--- config.mk ---
export PLATFORM = sky130hd
export DESIGN_NAME = nearest_neighbor_distance_ratio_flat
export DESIGN_NICKNAME = d
export VERILOG_FILES = /design/src/rtl/nndr_pkg.sv /design/src/rtl/nndr_if.sv /design/src/rtl/nearest_neighbor_distance_ratio.sv /design/src/rtl/nndr_front.sv /design/src/rtl/nndr_fifo.sv /design/src/rtl/nndr_back.sv /design/src/flat_wrapper.sv
export SDC_FILE = /design/constraint.sdc
export NUM_CORES = 1
export LEC_CHECK = 0
export BUFFER_PORTS_ARGS = -buffer_cell sky130_fd_sc_hd__buf_4
export CORE_UTILIZATION = 45
export CTS_BUF_LIST = sky130_fd_sc_hd__clkbuf_8
export DETAILED_ROUTE_END_ITERATION = 8
export GPL_TIMING_DRIVEN = 0
export SYNTH_ARGS = -nofsm -noshare
export SYNTH_HDL_FRONTEND = slang
export SYNTH_SLANG_ARGS = --single-unit
export TNS_END_PERCENT = 100
--- constraint.sdc ---
create_clock -name clock -period 16 [get_ports clock]
set_input_delay 3.2 -clock clock [delete_from_list [all_inputs] [get_ports clock]]
set_output_delay 3.2 -clock clock [all_outputs]
set_load 0.02 [all_outputs]
--- src/rtl/nndr_pkg.sv ---
`timescale 1ns / 1ps

package nndr_pkg;

   // field widths
   localparam int PIX_W    = 8;
   localparam int IDX_W    = 16;
   localparam int SUM_W    = 26;
   localparam int ACC_W    = 27;
   localparam int RATIO_W  = 30;
   localparam int STATUS_W = 2;

   // defaults for the top level parameters
   localparam int DEF_MAX_VECTORS = 65536;
   localparam int DEF_MAX_DIM     = 1024;

   // largest square of a pixel difference
   localparam int PIX_SQ_MAX = 65025;

   // quotient of match * 2^32 / nearest and its square root
   localparam int FRAC_W  = 32;
   localparam int QUO_W   = SUM_W + FRAC_W;
   localparam int ROOT_W  = QUO_W / 2;
   localparam int SQREM_W = ROOT_W + 2;
   localparam int STEP_W  = 6;

   localparam logic [RATIO_W-1:0] RATIO_SAT = {RATIO_W{1'b1}};

   typedef enum logic [STATUS_W-1:0] {
      STATUS_OK           = 2'd0,
      STATUS_ZERO_NEAREST = 2'd1,
      STATUS_NO_MATCH     = 2'd2
   } status_type;

   // summary of one finished pass, handed from front to back
   typedef struct packed {
      logic [SUM_W-1:0] nearest;
      logic [SUM_W-1:0] match;
      logic             match_seen;
   } pass_type;

   typedef enum logic [1:0] {
      BACK_IDLE,
      BACK_DIV,
      BACK_SQRT,
      BACK_DONE
   } back_state_type;

endpackage

--- src/rtl/nndr_if.sv ---
`timescale 1ns / 1ps

// pixel pair channel
interface nndr_req_if
   import nndr_pkg::*;
();
   logic             valid;
   logic             ready;
   logic [PIX_W-1:0] data_pixel;
   logic [PIX_W-1:0] query_pixel;
   logic             last_in_vector;
   logic             last_vector;

   modport source (output valid, data_pixel, query_pixel, last_in_vector, last_vector,
                   input ready);
   modport sink   (input valid, data_pixel, query_pixel, last_in_vector, last_vector,
                   output ready);
endinterface

// result channel
interface nndr_rsp_if
   import nndr_pkg::*;
();
   logic                valid;
   logic                ready;
   logic [RATIO_W-1:0]  ratio_q16;
   logic [SUM_W-1:0]    nearest_sq_dist;
   logic [SUM_W-1:0]    match_sq_dist;
   logic [STATUS_W-1:0] status;

   modport source (output valid, ratio_q16, nearest_sq_dist, match_sq_dist, status,
                   input ready);
   modport sink   (input valid, ratio_q16, nearest_sq_dist, match_sq_dist, status,
                   output ready);
endinterface

--- src/rtl/nearest_neighbor_distance_ratio.sv ---
`timescale 1ns / 1ps

// pixel pair beats are taken one per cycle while the pass queue has room
// result valid after the last beat of a pass through pop, 58 divide steps, 29 root steps
//   and result load, or pop and result load only when no match or zero nearest
// the back end handles one pass at a time; the 4-entry queue holds finished passes
//   meanwhile, and the front stalls only when it is full
// synchronous active-high reset clears match_index, pass state, queue and result valid

module nearest_neighbor_distance_ratio
   import nndr_pkg::*;
#(
   parameter int MAX_VECTORS = DEF_MAX_VECTORS,
   parameter int MAX_DIM     = DEF_MAX_DIM
) (
   input  logic             clock,
   input  logic             reset,
   input  logic             csr_wr_en,
   input  logic [IDX_W-1:0] csr_wr_data,
   nndr_req_if.sink         req_bus,
   nndr_rsp_if.source       rsp_bus
);

   localparam int Q_DEPTH = 4;

   pass_type push_data, pop_data;
   logic     q_push, q_pop, q_full, q_empty;

   // accumulate and classify pixel beats
   nndr_front #(
      .MAX_VECTORS (MAX_VECTORS),
      .MAX_DIM     (MAX_DIM)
   ) u_front (
      .clock       (clock),
      .reset       (reset),
      .csr_wr_en   (csr_wr_en),
      .csr_wr_data (csr_wr_data),
      .req_bus     (req_bus),
      .q_full      (q_full),
      .q_push      (q_push),
      .q_data      (push_data)
   );

   // finished passes waiting for the back end
   nndr_fifo #(
      .WIDTH (($bits(pass_type))),
      .DEPTH (Q_DEPTH)
   ) u_queue (
      .clock     (clock),
      .reset     (reset),
      .push      (q_push),
      .push_data (push_data),
      .pop       (q_pop),
      .pop_data  (pop_data),
      .full      (q_full),
      .empty     (q_empty)
   );

   // divide, square root and result register
   nndr_back u_back (
      .clock   (clock),
      .reset   (reset),
      .q_empty (q_empty),
      .q_data  (pop_data),
      .q_pop   (q_pop),
      .rsp_bus (rsp_bus)
   );

endmodule

--- src/rtl/nndr_front.sv ---
`timescale 1ns / 1ps

module nndr_front
   import nndr_pkg::*;
#(
   parameter int MAX_VECTORS = DEF_MAX_VECTORS,
   parameter int MAX_DIM     = DEF_MAX_DIM
) (
   input  logic             clock,
   input  logic             reset,
   input  logic             csr_wr_en,
   input  logic [IDX_W-1:0] csr_wr_data,
   nndr_req_if.sink         req_bus,
   input  logic             q_full,
   output logic             q_push,
   output pass_type         q_data
);

   localparam int CNT_W = (MAX_VECTORS > 2) ? $clog2(MAX_VECTORS) : 1;
   localparam logic [ACC_W-1:0] SUM_CAP = ACC_W'(MAX_DIM * PIX_SQ_MAX);
   localparam logic [CNT_W-1:0] CNT_LAST = CNT_W'(MAX_VECTORS - 1);

   logic [IDX_W-1:0] match_index_ff;
   logic [ACC_W-1:0] running_ff, running_in;
   logic [ACC_W-1:0] nearest_ff, nearest_in;
   logic [SUM_W-1:0] match_ff, match_in;
   logic [CNT_W-1:0] count_ff, count_in;
   logic             seen_ff, seen_in;

   logic             accept;
   logic [PIX_W-1:0] diff;
   logic [2*PIX_W-1:0] diff_sq;
   logic [ACC_W-1:0] sum_raw;
   logic [ACC_W-1:0] sum_sat;
   logic [ACC_W-1:0] nearest_upd;
   logic             hit;
   logic [SUM_W-1:0] match_upd;
   logic             seen_upd;

   assign req_bus.ready = !q_full;
   assign accept        = req_bus.valid && req_bus.ready;

   // squared difference and saturating accumulate
   always_comb begin
      diff    = (req_bus.data_pixel > req_bus.query_pixel)
              ? req_bus.data_pixel - req_bus.query_pixel
              : req_bus.query_pixel - req_bus.data_pixel;
      diff_sq = diff * diff;
      sum_raw = running_ff + ACC_W'(diff_sq);
      sum_sat = (sum_raw > SUM_CAP) ? SUM_CAP : sum_raw;
   end

   // end of vector: nearest and match update
   always_comb begin
      nearest_upd = (sum_sat < nearest_ff) ? sum_sat : nearest_ff;
      hit         = !seen_ff && (IDX_W'(count_ff) == match_index_ff);
      match_upd   = hit ? sum_sat[SUM_W-1:0] : match_ff;
      seen_upd    = seen_ff || hit;
   end

   // next pass state
   always_comb begin
      running_in = running_ff;
      nearest_in = nearest_ff;
      match_in   = match_ff;
      count_in   = count_ff;
      seen_in    = seen_ff;
      q_push     = 1'b0;
      if (accept) begin
         if (!req_bus.last_in_vector) begin
            running_in = sum_sat;
         end else if (req_bus.last_vector) begin
            q_push     = 1'b1;
            running_in = '0;
            nearest_in = '1;
            match_in   = '0;
            count_in   = '0;
            seen_in    = 1'b0;
         end else begin
            running_in = '0;
            nearest_in = nearest_upd;
            match_in   = match_upd;
            count_in   = (count_ff == CNT_LAST) ? '0 : count_ff + 1'b1;
            seen_in    = seen_upd;
         end
      end
   end

   assign q_data.nearest    = nearest_upd[SUM_W-1:0];
   assign q_data.match      = match_upd;
   assign q_data.match_seen = seen_upd;

   always_ff @(posedge clock) begin
      if (reset) begin
         match_index_ff <= '0;
         running_ff     <= '0;
         nearest_ff     <= '1;
         match_ff       <= '0;
         count_ff       <= '0;
         seen_ff        <= 1'b0;
      end else begin
         if (csr_wr_en) begin
            match_index_ff <= csr_wr_data;
         end
         running_ff <= running_in;
         nearest_ff <= nearest_in;
         match_ff   <= match_in;
         count_ff   <= count_in;
         seen_ff    <= seen_in;
      end
   end

endmodule

--- src/rtl/nndr_fifo.sv ---
`timescale 1ns / 1ps

module nndr_fifo #(
   parameter int WIDTH = 8,
   parameter int DEPTH = 4
) (
   input  logic             clock,
   input  logic             reset,
   input  logic             push,
   input  logic [WIDTH-1:0] push_data,
   input  logic             pop,
   output logic [WIDTH-1:0] pop_data,
   output logic             full,
   output logic             empty
);

   localparam int PTR_W = (DEPTH > 2) ? $clog2(DEPTH) : 1;
   localparam int CNT_W = $clog2(DEPTH + 1);
   localparam logic [PTR_W-1:0] PTR_LAST = PTR_W'(DEPTH - 1);
   localparam logic [CNT_W-1:0] CNT_FULL = CNT_W'(DEPTH);

   logic [WIDTH-1:0] slot_ff [DEPTH];
   logic [PTR_W-1:0] wr_ptr_ff, rd_ptr_ff;
   logic [CNT_W-1:0] count_ff;
   logic             do_push, do_pop;

   assign full     = (count_ff == CNT_FULL);
   assign empty    = (count_ff == '0);
   assign do_push  = push && !full;
   assign do_pop   = pop && !empty;
   assign pop_data = slot_ff[rd_ptr_ff];

   // storage
   always_ff @(posedge clock) begin
      if (do_push) begin
         slot_ff[wr_ptr_ff] <= push_data;
      end
   end

   // pointers and fill count
   always_ff @(posedge clock) begin
      if (reset) begin
         wr_ptr_ff <= '0;
         rd_ptr_ff <= '0;
         count_ff  <= '0;
      end else begin
         if (do_push) begin
            wr_ptr_ff <= (wr_ptr_ff == PTR_LAST) ? '0 : wr_ptr_ff + 1'b1;
         end
         if (do_pop) begin
            rd_ptr_ff <= (rd_ptr_ff == PTR_LAST) ? '0 : rd_ptr_ff + 1'b1;
         end
         if (do_push && !do_pop) begin
            count_ff <= count_ff + 1'b1;
         end else if (do_pop && !do_push) begin
            count_ff <= count_ff - 1'b1;
         end
      end
   end

endmodule

--- src/rtl/nndr_back.sv ---
`timescale 1ns / 1ps

module nndr_back
   import nndr_pkg::*;
(
   input  logic      clock,
   input  logic      reset,
   input  logic      q_empty,
   input  pass_type  q_data,
   output logic      q_pop,
   nndr_rsp_if.source rsp_bus
);

   back_state_type state_ff, state_in;

   pass_type            job_ff;
   logic [QUO_W-1:0]    num_ff;
   logic [SUM_W-1:0]    rem_ff;
   logic [SQREM_W-1:0]  sq_rem_ff;
   logic [ROOT_W-1:0]   root_ff;
   logic [STEP_W-1:0]   step_ff;
   logic [RATIO_W-1:0]  ratio_ff;
   status_type          status_ff;

   logic                rsp_valid_ff;
   logic [RATIO_W-1:0]  rsp_ratio_ff;
   logic [SUM_W-1:0]    rsp_nearest_ff;
   logic [SUM_W-1:0]    rsp_match_ff;
   logic [STATUS_W-1:0] rsp_status_ff;

   logic                out_free;
   logic                load_out;

   // one restoring divide step
   logic [SUM_W:0]      div_trial;
   logic                div_ge;
   logic [SUM_W:0]      div_diff;

   // one square root step
   logic [SQREM_W-1:0]  sq_shift;
   logic [SQREM_W-1:0]  sq_trial;
   logic                sq_ge;
   logic [ROOT_W-1:0]   root_next;

   always_comb begin
      div_trial = {rem_ff, num_ff[QUO_W-1]};
      div_ge    = (div_trial >= {1'b0, job_ff.nearest});
      div_diff  = div_trial - {1'b0, job_ff.nearest};
      sq_shift  = {sq_rem_ff[SQREM_W-3:0], num_ff[QUO_W-1 -: 2]};
      sq_trial  = {root_ff, 2'b01};
      sq_ge     = (sq_shift >= sq_trial);
      root_next = {root_ff[ROOT_W-2:0], sq_ge};
   end

   assign out_free = !rsp_valid_ff || rsp_bus.ready;

   // next state
   always_comb begin
      state_in = state_ff;
      unique case (state_ff)
         BACK_IDLE: begin
            if (!q_empty) begin
               if (!q_data.match_seen || q_data.nearest == '0) begin
                  state_in = BACK_DONE;
               end else begin
                  state_in = BACK_DIV;
               end
            end
         end
         BACK_DIV: begin
            if (step_ff == '0) begin
               state_in = BACK_SQRT;
            end
         end
         BACK_SQRT: begin
            if (step_ff == '0) begin
               state_in = BACK_DONE;
            end
         end
         BACK_DONE: begin
            if (out_free) begin
               state_in = BACK_IDLE;
            end
         end
         default: state_in = BACK_IDLE;
      endcase
   end

   // outputs of the sequencer
   always_comb begin
      q_pop    = 1'b0;
      load_out = 1'b0;
      unique case (state_ff)
         BACK_IDLE: q_pop    = !q_empty;
         BACK_DONE: load_out = out_free;
         default: begin
            q_pop    = 1'b0;
            load_out = 1'b0;
         end
      endcase
   end

   // datapath of the shared divide and root unit
   always_ff @(posedge clock) begin
      unique case (state_ff)
         BACK_IDLE: begin
            job_ff  <= q_data;
            num_ff  <= {q_data.match, {FRAC_W{1'b0}}};
            rem_ff  <= '0;
            step_ff <= STEP_W'(QUO_W - 1);
            if (!q_data.match_seen) begin
               status_ff <= STATUS_NO_MATCH;
               ratio_ff  <= '0;
            end else if (q_data.nearest == '0) begin
               status_ff <= STATUS_ZERO_NEAREST;
               ratio_ff  <= RATIO_SAT;
            end else begin
               status_ff <= STATUS_OK;
               ratio_ff  <= '0;
            end
         end
         BACK_DIV: begin
            rem_ff <= div_ge ? div_diff[SUM_W-1:0] : div_trial[SUM_W-1:0];
            num_ff <= {num_ff[QUO_W-2:0], div_ge};
            if (step_ff == '0) begin
               step_ff   <= STEP_W'(ROOT_W - 1);
               sq_rem_ff <= '0;
               root_ff   <= '0;
            end else begin
               step_ff <= step_ff - 1'b1;
            end
         end
         BACK_SQRT: begin
            sq_rem_ff <= sq_ge ? sq_shift - sq_trial : sq_shift;
            root_ff   <= root_next;
            num_ff    <= {num_ff[QUO_W-3:0], 2'b00};
            step_ff   <= step_ff - 1'b1;
            if (step_ff == '0) begin
               ratio_ff <= RATIO_W'(root_next);
            end
         end
         default: begin
            step_ff <= step_ff;
         end
      endcase
   end

   always_ff @(posedge clock) begin
      if (reset) begin
         state_ff <= BACK_IDLE;
      end else begin
         state_ff <= state_in;
      end
   end

   // result register
   always_ff @(posedge clock) begin
      if (reset) begin
         rsp_valid_ff <= 1'b0;
      end else if (load_out) begin
         rsp_valid_ff <= 1'b1;
      end else if (rsp_bus.ready) begin
         rsp_valid_ff <= 1'b0;
      end
   end

   always_ff @(posedge clock) begin
      if (load_out) begin
         rsp_ratio_ff   <= ratio_ff;
         rsp_nearest_ff <= job_ff.nearest;
         rsp_match_ff   <= job_ff.match_seen ? job_ff.match : '0;
         rsp_status_ff  <= status_ff;
      end
   end

   assign rsp_bus.valid           = rsp_valid_ff;
   assign rsp_bus.ratio_q16       = rsp_ratio_ff;
   assign rsp_bus.nearest_sq_dist = rsp_nearest_ff;
   assign rsp_bus.match_sq_dist   = rsp_match_ff;
   assign rsp_bus.status          = rsp_status_ff;

endmodule
--- src/flat_wrapper.sv ---
// flat-port wrapper written by rule: the top's interface ports become plain ports
module nearest_neighbor_distance_ratio_flat import nndr_pkg::*;
#(
   parameter int MAX_VECTORS = DEF_MAX_VECTORS,
   parameter int MAX_DIM     = DEF_MAX_DIM
)
  (clock, reset, csr_wr_en, csr_wr_data, req_bus_valid, req_bus_data_pixel, req_bus_query_pixel, req_bus_last_in_vector, req_bus_last_vector, req_bus_ready, rsp_bus_valid, rsp_bus_ratio_q16, rsp_bus_nearest_sq_dist, rsp_bus_match_sq_dist, rsp_bus_status, rsp_bus_ready);
  nndr_req_if req_bus_i ();
  nndr_rsp_if rsp_bus_i ();
  input  logic clock;
  input  logic reset;
  input  logic csr_wr_en;
  input  logic [IDX_W-1:0] csr_wr_data;
  input wire logic [$bits(req_bus_i.valid)-1:0] req_bus_valid;
  input wire logic [$bits(req_bus_i.data_pixel)-1:0] req_bus_data_pixel;
  input wire logic [$bits(req_bus_i.query_pixel)-1:0] req_bus_query_pixel;
  input wire logic [$bits(req_bus_i.last_in_vector)-1:0] req_bus_last_in_vector;
  input wire logic [$bits(req_bus_i.last_vector)-1:0] req_bus_last_vector;
  output wire logic [$bits(req_bus_i.ready)-1:0] req_bus_ready;
  output wire logic [$bits(rsp_bus_i.valid)-1:0] rsp_bus_valid;
  output wire logic [$bits(rsp_bus_i.ratio_q16)-1:0] rsp_bus_ratio_q16;
  output wire logic [$bits(rsp_bus_i.nearest_sq_dist)-1:0] rsp_bus_nearest_sq_dist;
  output wire logic [$bits(rsp_bus_i.match_sq_dist)-1:0] rsp_bus_match_sq_dist;
  output wire logic [$bits(rsp_bus_i.status)-1:0] rsp_bus_status;
  input wire logic [$bits(rsp_bus_i.ready)-1:0] rsp_bus_ready;
  assign req_bus_i.valid = req_bus_valid;
  assign req_bus_i.data_pixel = req_bus_data_pixel;
  assign req_bus_i.query_pixel = req_bus_query_pixel;
  assign req_bus_i.last_in_vector = req_bus_last_in_vector;
  assign req_bus_i.last_vector = req_bus_last_vector;
  assign req_bus_ready = req_bus_i.ready;
  assign rsp_bus_valid = rsp_bus_i.valid;
  assign rsp_bus_ratio_q16 = rsp_bus_i.ratio_q16;
  assign rsp_bus_nearest_sq_dist = rsp_bus_i.nearest_sq_dist;
  assign rsp_bus_match_sq_dist = rsp_bus_i.match_sq_dist;
  assign rsp_bus_status = rsp_bus_i.status;
  assign rsp_bus_i.ready = rsp_bus_ready;
  nearest_neighbor_distance_ratio #(.MAX_VECTORS(MAX_VECTORS), .MAX_DIM(MAX_DIM)) u_core (.clock(clock), .reset(reset), .csr_wr_en(csr_wr_en), .csr_wr_data(csr_wr_data), .req_bus(req_bus_i), .rsp_bus(rsp_bus_i));
endmodule
---- After elaboration in Yosys (flattened, before gate mapping) ----
Memories as Yosys holds them, arrays and structs flattened. A register that Yosys moved wholly into a read port is not among the register bits.
Cells that the tools add are included.
Widths: inputs -> output; s select.
storage, ports and cells
  logic and storage cells ................. 134
  RAM bits ................................ 212
  bits of input ports ..................... 39
  memories ................................ 1
  output and inout port bits .............. 86
  bits in registers ....................... 440
memories
  memory                  depth  width  read ports  clocked after Yosys merged registers in  write ports  RTL line         RTL
  u_core.u_queue.slot_ff  4      53     1           1                                        1            nndr_fifo.sv:22  logic [WIDTH-1:0] slot_ff [DEPTH];
cells by class
  reduce and logical (&&, ||, !) cells .... 32
  multipliers ............................. 1
  mux-type cells .......................... 46
  add/subtract/negate cells ............... 11
  eq/ne operators ......................... 12
  magnitude comparators ................... 5
operators with widths
  kind                   number
  $pmux 58 s3            1
  $pmux 29 s2            2
  $mux 27                4
  $mux 30                3
  $mux 29                3
  $mux 26                3
  $pmux 30 s2            1
  $pmux 26 s2            1
  $mux 16                2
  $ge 31x31->1           1
  $sub 29x29->29         1
  $add 27x16->27         1
  $ge 27x26->1           1
  $gt 27x26->1 const B   1
  $lt 27x27->1           1
  $logic_not 26->1       1
  $sub 26x26->26         1
  $mux 2                 9
  $pmux 6 s3             1
  $add 16x1->16 const B  1
  $eq 16x16->1           1
  $eq 16x16->1 const B   1
  $mul 8x8->16           1
  $sub 8x8->8            2
  other kinds (25)       63

---- Logic depth before layout (Yosys ltp) ----
Gate-level depths: netlist of run 1.
  depth after elaboration ................. 9
  mapped depth ............................ 47
  gate-level depth less buffers ........... 42

---- Cells and area by module ----
Synthesis of run 1 repeated with hierarchy kept, for this count alone.
second synthesis, totals
  cells, all modules ...................... 2684
  area, all modules ....................... 32514.9 µm²
modules (own cells, without submodules)
  module      area each (µm²)  seq. area each (µm²)  cells each  times used
  nndr_back   15338.5          9579.2                1272        1
  nndr_front  9023.7           2262.2                1085        1
  nndr_fifo   8152.8           6546.3                327         1

---- Least setup slack after synthesis of run 1 ----
Ideal clock, no wire load.
  kind .................................... in2reg
  from .................................... in req_bus_data_pixel[0]
  to ...................................... mem u_core.u_queue.slot_ff[0][32] in the netlist's numbering (data pin)
  path slack .............................. 3.134 ns
  data arrival time ....................... 12.601 ns
  path buffers ............................ 4
  required time ........................... 15.736 ns
  cell stages on the path ................. 45
  setup time .............................. 0.264 ns
  cells stage by stage .................... inv_1 -> ha_1 -> inv_1 -> fa_1 -> a21o_1 -> a21oi_1 -> o22ai_1 -> o22a_1 -> clkbuf_1 -> mux2i_1 -> o21ai_0 -> a21boi_0 -> xor2_1 -> inv_1 -> nand2_1 -> inv_1 -> fa_1 -> fa_1 -> [... 9 more ...] -> or3_1 -> a22oi_1 -> nand4_1 -> o21a_1 -> clkbuf_1 -> nor3_1 -> ha_1 -> and3_1 -> nand3_1 -> a211oi_1 -> o21ai_0 -> nor3_1 -> a2111oi_0 -> o311ai_2 -> o2111ai_4 -> nand3_4 -> buf_6 -> mux2_4
RTL lines
  what         RTL line            RTL
  from (decl)  flat_wrapper.sv:15  input wire logic [$bits(req_bus_i.data_pixel)-1:0] req_bus_data_pixel;
  to (decl)    nndr_fifo.sv:22

==> run metrics, run 1 <==
status=completed; GRT Util Overall=20.4%; FILL cells=6,094; largest net degree at the start of global routing=63; Die Y=269 µm; slowest cell delay on critical path=1010 ps; number of synthesis warnings=0; Slew Limit Fails=0; Post-Syn Nets=2,845; initial core utilization=45.6%; Synth Area in Adders=8.57%; # clock sinks=654; period utilisation layout=91.9%; post-route setup TNS=0 ps; worst-path maximum fanout=10; Setup CP Type=in2reg; Post-CTS Setup Inserts=0; post-CTS sizing=0; core area=0.0703 mm²; Vias=21,000; Worst setup SP type=primary input; Setup violations, final=0; Clk pin slew, worst setup/hold paths=60 ps; Starting DRT DRC Count=1,223; number of global-route vias before repair=21,200; Hold Path Stages=0; Rows=97; final net count=3,082; Overflow after GRT=0; Area growth, synth to finish=13.1%; multi-input logic area=0.0125 mm²; CTS Hold Bufs=0; clock tree skew after final layout=25.2 ps; first-pass GRT wire length=115,000 µm; ys flop type=edfxtp_1; Yosys top cell by area=edfxtp_1; largest family of logic cells by synthesized area=compound AO/OA/AOI/OAI gates; vias per cell=5.42; CTS max path bufs=3; die area=0.0724 mm²; drt drc=0; CP endpoint=u_core.u_queue.slot_ff[3][32]$_DFFE_PP_; Placement Cell Area=0.0344 mm²; Synth cell types=73; mux cell area share after synthesis=6.96%; most instantiated cells after synthesis=529 x edfxtp_1, 258 x nor2_1, 214 x inv_1; H-tree levels=3; Hold/Removal Path Class=reg2reg; top cell type's share of synthesized area=49.5%; Num CTS Buffers=106; Worst Tran Pin Value=1390 ps; Pre-Repair DR Iteration Count=7; Hold Slack=411 ps; register-to-register setup slack=6600 ps; CTS tree=done; antenna viol nets, final=0; RSZ-0062 raised after global routing=no; initial antenna violation count=1; fmax=0.0680 GHz; Worst Reg-to-Reg Cells=30; post-layout util=51.6%; Seq/Total Area, Yosys=57.3%; flops & latches, synth=654; Reg2Reg Capture Point=u_core.u_queue.slot_ff[3][32]$_DFFE_PP_; Arrival @ worst endpoint=15,160 ps; GP Congestion=0.870; clk_lat worst skew=720 ps; Rel. slew slack=6.62%; IO Port Bufs=123; Syn Inst Count=2,611; clk root buf=clkbuf_8; largest cells by area after synthesis=edfxtp_1 50%, dfxtp_1 7.8%, ha_1 6.0%, mux4_2 3.7%, nor2_1 3.0%; Most common cell on crit path=inv_1; Post-Syn Area per Cell=12.3 µm²; number of flops mapped to enable cells by yosys=529; Die Wd=269 µm; count leader, synth=edfxtp_1; Post-Syn Area=0.0321 mm²; xor/xnor share of the synthesized area=2.57%; layout cells sized above 1=13.8%; fin area=0.0363 mm²; worst setup path start=req_bus_data_pixel[0]; Sequential Area=0.0184 mm²; drt wl/cell=18.9 µm; Max-cap violations=0; CP max stage cell=nor3_1; WL final=73,000 µm; Worst setup EP type=register; Final min period=14,710 ps; final hold violation count=0; post-synthesis simple-gate area fraction=9.62%; # IOs=125; post-synthesis async set-or-reset flop share=0%; compound-cell area share of the yosys netlist=11.0%; CP required=16,450 ps; Min-Delay Startpoint=u_core.u_back.ratio_ff[18]$_DFFE_PP_; HPWL Detailed=53,000 µm; reg-to-reg startpoint=u_core.u_front.running_ff[7]$_SDFFE_PP0P_
==> layout make-up <==
| class | count | share of cell area, % |
|---|---|---|
| Sequential cell | 654 | 50.7 |
| Multi-Input combinational cell | 1624 | 34.4 |
| Clock buffer | 108 | 4.10 |
| Tap cell | 940 | 3.24 |
| Timing Repair Buffer | 129 | 2.92 |
| Inverter | 216 | 2.23 |
| Buffer | 117 | 1.28 |
| Clock inverter | 82 | 1.17 |
| Antenna cell | 2 | 0.0138 |
==> metal layers <==
metal | share of wire [%] | vias up | wire length (µm) | GRT usage [%]
met5 | 0 | - | 0 | 0
met4 | 3.2 | 0 | 2340 | 7.65
met3 | 4.3 | 149 | 3110 | 3.23
met2 | 49 | 505 | 36100 | 35.1
met1 | 43 | 10300 | 31500 | 25.8
li1 | - | 10100 | - | -
==> cells in the final DEF (no fill, tap or decap), types with 101 or more instances in the layout <==
cell type    n
nand2_1    116
inv_1      249
nor2_1     258
edfxtp_1   529
buf_4      124
clkbuf_1   101
dfxtp_1    125
a21oi_1    129
o21ai_0    110
ha_1       153
clkbuf_8   108
==> flip-flops by register name, indices dropped and copies added (netlist names), 3 cells and up, named ones only <==
| name | cells |
|---|---|
| u_core.u_queue.slot_ff | 212 |
| u_core.u_back.num_ff | 58 |
| u_core.u_back.job_ff | 53 |
| u_core.u_back.ratio_ff | 30 |
| u_core.u_back.rsp_bus.ratio_q16 | 30 |
| u_core.u_back.root_ff | 29 |
| u_core.u_back.sq_rem_ff | 29 |
| u_core.u_front.nearest_ff | 27 |
| u_core.u_front.running_ff | 27 |
| u_core.u_back.rem_ff | 26 |
| u_core.u_back.rsp_bus.match_sq_dist | 26 |
| u_core.u_back.rsp_bus.nearest_sq_dist | 26 |
| u_core.u_front.match_ff | 26 |
| u_core.u_front.count_ff | 16 |
| u_core.u_front.match_index_ff | 16 |
| u_core.u_back.step_ff | 6 |
| u_core.u_queue.count_ff | 3 |
==> worst min-delay path by stage <==
stage | endpoint | slack (ps)
global placement | u_core.u_back.rsp_bus.ratio_q16[0]$_DFFE_PP_ | 400
global route | u_core.u_back.rsp_bus.ratio_q16[20]$_DFFE_PP_ | 420
floorplan | u_core.u_back.rsp_bus.ratio_q16[0]$_DFFE_PP_ | 400
detailed placement | u_core.u_back.rsp_bus.ratio_q16[14]$_DFFE_PP_ | 400
finish | u_core.u_back.rsp_bus.ratio_q16[18]$_DFFE_PP_ | 410
CTS | u_core.u_back.rsp_bus.ratio_q16[18]$_DFFE_PP_ | 410
==> cells by family (layout without fill, tap and decap cells) <==
| family | count (synthesis) | in the layout |
|---|---|---|
| xor gates and xnor gates | 94 | 94 |
| and+or+nand+nor | 656 | 656 |
| AOI/OAI and AO/OA | 535 | 535 |
| adders and majority gates | 195 | 195 |
| muxes | 143 | 143 |
| buffers and inverters | 333 | 652 |
| other | 1 | 3 |
| DFF | 654 | 654 |
==> through the flow <==
| stage | worst slack [ps] | instances |
|---|---|---|
| after floorplan | 3130 | 2611 |
| after global placement | 652 | 3674 |
| after detailed placement | 703 | 3680 |
| after CTS | 1460 | 3870 |
| after global routing | 543 | 3871 |
| final | 1290 | 3872 |
==> worst max-delay path: cells and delay by family <==
kind	cells	cell delay, ps
AOI/OAI and AO/OA	15	3610
buffers and inverters	11	1720
adders and majority gates	8	3120
and+or+nand+nor	9	2260
xor gates and xnor gates	1	570
muxes	2	630
Power of run 1 is left out: the tool's default activity adds up to more than one toggle a clock period on the data nets, which glitch-free logic cannot reach.
==> run 2, diff against run 1 <==
--- a/config.mk
+++ b/config.mk
@@ -7,10 +7,11 @@
 export LEC_CHECK = 0
 export BUFFER_PORTS_ARGS = -buffer_cell sky130_fd_sc_hd__buf_4
 export CORE_UTILIZATION = 45
-export CTS_BUF_LIST = sky130_fd_sc_hd__clkbuf_8
+export CTS_BUF_LIST = sky130_fd_sc_hd__clkbuf_4 sky130_fd_sc_hd__clkbuf_8
 export DETAILED_ROUTE_END_ITERATION = 8
 export GPL_TIMING_DRIVEN = 0
 export SYNTH_ARGS = -nofsm -noshare
 export SYNTH_HDL_FRONTEND = slang
+export SYNTH_HIERARCHICAL = 1
 export SYNTH_SLANG_ARGS = --single-unit
 export TNS_END_PERCENT = 100
==> constraint.sdc (replaced) <==
create_clock -name clock -period 16 [get_ports clock]
set_input_delay 4.8 -clock clock [delete_from_list [all_inputs] [get_ports clock]]
set_output_delay 4.8 -clock clock [all_outputs]
set_load 0.02 [all_outputs]
==> run metrics, run 2 <==
compound-cell area share of the yosys netlist=12.3% (was 11.0%); Worst setup EP type=register (unchanged); number of flops mapped to enable cells by yosys=529 (unchanged); Vias=21,800 (was 21,000); first-pass GRT wire length=119,000 µm (was 115,000 µm); Area growth, synth to finish=13.8% (was 13.1%); xor/xnor share of the synthesized area=2.80% (was 2.57%); top cell type's share of synthesized area=48.9% (was 49.5%); Yosys top cell by area=edfxtp_1 (unchanged); core area=0.0715 mm² (was 0.0703 mm²); number of synthesis warnings=6 (was 0); Setup violations, final=0 (unchanged); final net count=3,162 (was 3,082); Reg2Reg Capture Point=u_core/u_queue/slot_ff[1][40]$_DFFE_PP_ (was u_core.u_queue.slot_ff[3][32]$_DFFE_PP_); flops & latches, synth=654 (unchanged); post-synthesis async set-or-reset flop share=0% (unchanged); registers with the most flip-flops=u_core/u_queue/slot_ff (212), u_core/u_back/num_ff (58), u_core/u_back/job_ff (53) (was u_core.u_queue.slot_ff (212), u_core.u_back.num_ff (58), u_core.u_back.job_ff (53)); Post-Syn Area per Cell=12.1 µm² (was 12.3 µm²); Final WS setup=708 ps (was 1290 ps); Die Wd=271 µm (was 269 µm); Post-Syn Nets=2,918 (was 2,845); largest cells by area after synthesis=edfxtp_1 49%, dfxtp_1 7.7%, ha_1 5.9%, mux4_2 3.7%, nor2_1 2.9% (was edfxtp_1 50%, dfxtp_1 7.8%, ha_1 6.0%, mux4_2 3.7%, nor2_1 3.0%); CTS max path bufs=3 (unchanged); largest family of logic cells by synthesized area=compound AO/OA/AOI/OAI gates (unchanged); Hold/Removal Path Class=reg2reg (unchanged); Num CTS Buffers=108 (was 106); mux cell area share after synthesis=5.75% (was 6.96%); clock tree skew after final layout=57.0 ps (was 25.2 ps); # IOs=125 (unchanged); Post-Syn Area=0.0325 mm² (was 0.0321 mm²); commonest non-fill, non-tap cells in the layout=529 x edfxtp_1, 247 x nor2_1, 213 x inv_1 (was 529 x edfxtp_1, 258 x nor2_1, 249 x inv_1); RSZ-0062 raised after global routing=no (unchanged); Arrival @ worst endpoint=15,710 ps (was 15,160 ps); GP Congestion=0.909 (was 0.870); Rel. slew slack=32.5% (was 6.62%); Hold Path Stages=0 (unchanged); Seq/Total Area, Yosys=56.6% (was 57.3%); Synth cell types=92 (was 73); register-to-register setup slack=7580 ps (was 6600 ps); slowest cell delay on critical path=550 ps (was 1010 ps); Inst Count DP=3,761 (was 3,680); number of global-route vias before repair=22,100 (was 21,200); largest register by flop count=u_core/u_queue/slot_ff (was u_core.u_queue.slot_ff); vias per cell=5.50 (was 5.42); Die Y=271 µm (was 269 µm); layout cells sized above 1=16.4% (was 13.8%); Sequential Area=0.0184 mm² (unchanged); largest net degree at the start of global routing=63 (unchanged); drt drc=0 (unchanged); fmax=0.0654 GHz (was 0.0680 GHz); WL final=75,600 µm (was 73,000 µm); post-route setup TNS=0 ps (unchanged); drt wl/cell=19.1 µm (was 18.9 µm); most common cell after layout, fill and taps aside=edfxtp_1 (unchanged); Syn Inst Count=2,684 (was 2,611); IO Port Bufs=123 (unchanged); fin cells=3,970 (was 3,872); worst-path maximum fanout=10 (unchanged); Rows=98 (was 97); die area=0.0733 mm² (was 0.0724 mm²); Overflow after GRT=0 (unchanged); clk_lat worst skew=730 ps (was 720 ps); max reg flops=212 (unchanged); Worst Reg-to-Reg Cells=30 (unchanged); Worst setup SP type=primary input (unchanged); Setup CP Type=in2reg (unchanged); initial core utilization=45.5% (was 45.6%); GRT Util Overall=20.6% (was 20.4%); antenna viol nets, final=0 (unchanged); count leader, synth=edfxtp_1 (unchanged); CP max stage cell=fa_1 (was nor3_1); Worst Tran Pin Value=1010 ps (was 1390 ps); Pre-Repair DR Iteration Count=7 (unchanged); final hold violation count=0 (unchanged); initial antenna violation count=2 (was 1); post-synthesis simple-gate area fraction=9.64% (was 9.62%); ys flop type=edfxtp_1 (unchanged); Hold Slack=417 ps (was 411 ps); status=completed (unchanged); clk root buf=clkbuf_8 (unchanged); Min-Delay Startpoint=u_core/u_back/ratio_ff[10]$_DFFE_PP_ (was u_core.u_back.ratio_ff[18]$_DFFE_PP_); CP required=16,420 ps (was 16,450 ps); Slew Limit Fails=0 (unchanged); Clk pin slew, worst setup/hold paths=60 ps (about the same); post-place setup slack=-685 ps (was 703 ps); multi-input logic area=0.0128 mm² (was 0.0125 mm²); WHS Endpoint=u_core/u_back/rsp_bus.ratio_q16[10]$_DFFE_PP_ (was u_core.u_back.rsp_bus.ratio_q16[18]$_DFFE_PP_); Final min period=15,290 ps (was 14,710 ps); Starting DRT DRC Count=1,336 (was 1,223); H-tree levels=3 (unchanged); FILL cells=6,193 (was 6,094); CTS tree=done (unchanged); Max-cap violations=0 (unchanged); CTS Hold Bufs=0 (unchanged); # clock sinks=654 (unchanged); HPWL Detailed=54,700 µm (was 53,000 µm); reg-to-reg startpoint=u_core/u_front/running_ff[7]$_SDFFE_PP0P_ (was u_core.u_front.running_ff[7]$_SDFFE_PP0P_); Synth Area in Adders=8.45% (was 8.57%); period utilisation layout=95.6% (was 91.9%); most instantiated cells after synthesis=529 x edfxtp_1, 249 x nor2_1, 214 x inv_1 (was 529 x edfxtp_1, 258 x nor2_1, 214 x inv_1)
-- run 2: routing by layer --
metal	track usage (%)	up-vias	share of wire [%]
met1	26.2	10700	43
met4	8.89	2	3.6
met2	34.5	603	48
met3	3.40	153	5.0
met5	0	-	0.017
li1	-	10400	-
-- run 2: cell families after synthesis --
kind of cell,count (synthesis)
AOI/OAI and AO/OA,606
xor gates and xnor gates,104
adders and majority gates,195
buffers and inverters,349
DFF,654
muxes,116
other,1
and+or+nand+nor,659
-- run 2: how the worst max path moves through the flow --
stage / start / to
6_report: req_bus_data_pixel[0] / u_core/u_queue/slot_ff[1][40]$_DFFE_PP_
5_1_grt: req_bus_data_pixel[0] / u_core/u_queue/slot_ff[2][40]$_DFFE_PP_
4_1_cts: req_bus_data_pixel[0] / u_core/u_queue/slot_ff[3][49]$_DFFE_PP_
3_5_place_dp: req_bus_data_pixel[0] / u_core/u_queue/slot_ff[0][49]$_DFFE_PP_
3_3_place_gp: req_bus_data_pixel[0] / u_core/u_queue/slot_ff[0][49]$_DFFE_PP_
2_1_floorplan: req_bus_data_pixel[0] / u_core/u_queue/slot_ff[0][32]$_DFFE_PP_
-- run 2: critical path, delay by kind of cell --
| family | cells | cell delay [ps] |
|---|---|---|
| mux | 2 | 600 |
| simple gates | 10 | 2090 |
| compound gates | 14 | 3200 |
| fa+ha+maj | 8 | 2890 |
| xor+xnor | 3 | 830 |
| buf+inv | 9 | 1290 |
-- run 2: final cells by class --
type / instances / share of cell area [%]
Sequential cell: 654 / 49.7
Multi-Input combinational cell: 1681 / 34.6
Clock buffer: 150 / 4.95
Tap cell: 950 / 3.21
Timing Repair Buffer: 134 / 2.85
Inverter: 216 / 2.24
Buffer: 133 / 1.68
Clock inverter: 51 / 0.818
Antenna cell: 1 / 0.00676
-- run 2: what timing repair did --
action | in CTS | in global routing
setup endpoints to repair | 0 | 131
endpoints found under the hold margin | 0 | 0
setup buffers | 0 | 7
resized for setup | 0 | 22
-- run 2: per-stage QoR --
stage | cell area (µm²) | utilization (%)
after floorplan | 32500 | -
after global placement | 34600 | 48.4
after detailed placement | 34800 | 48.6
after CTS | 36900 | 51.6
after global routing | 37000 | 51.8
final | 37000 | 51.8
Power of run 2 is left out for the same reason.
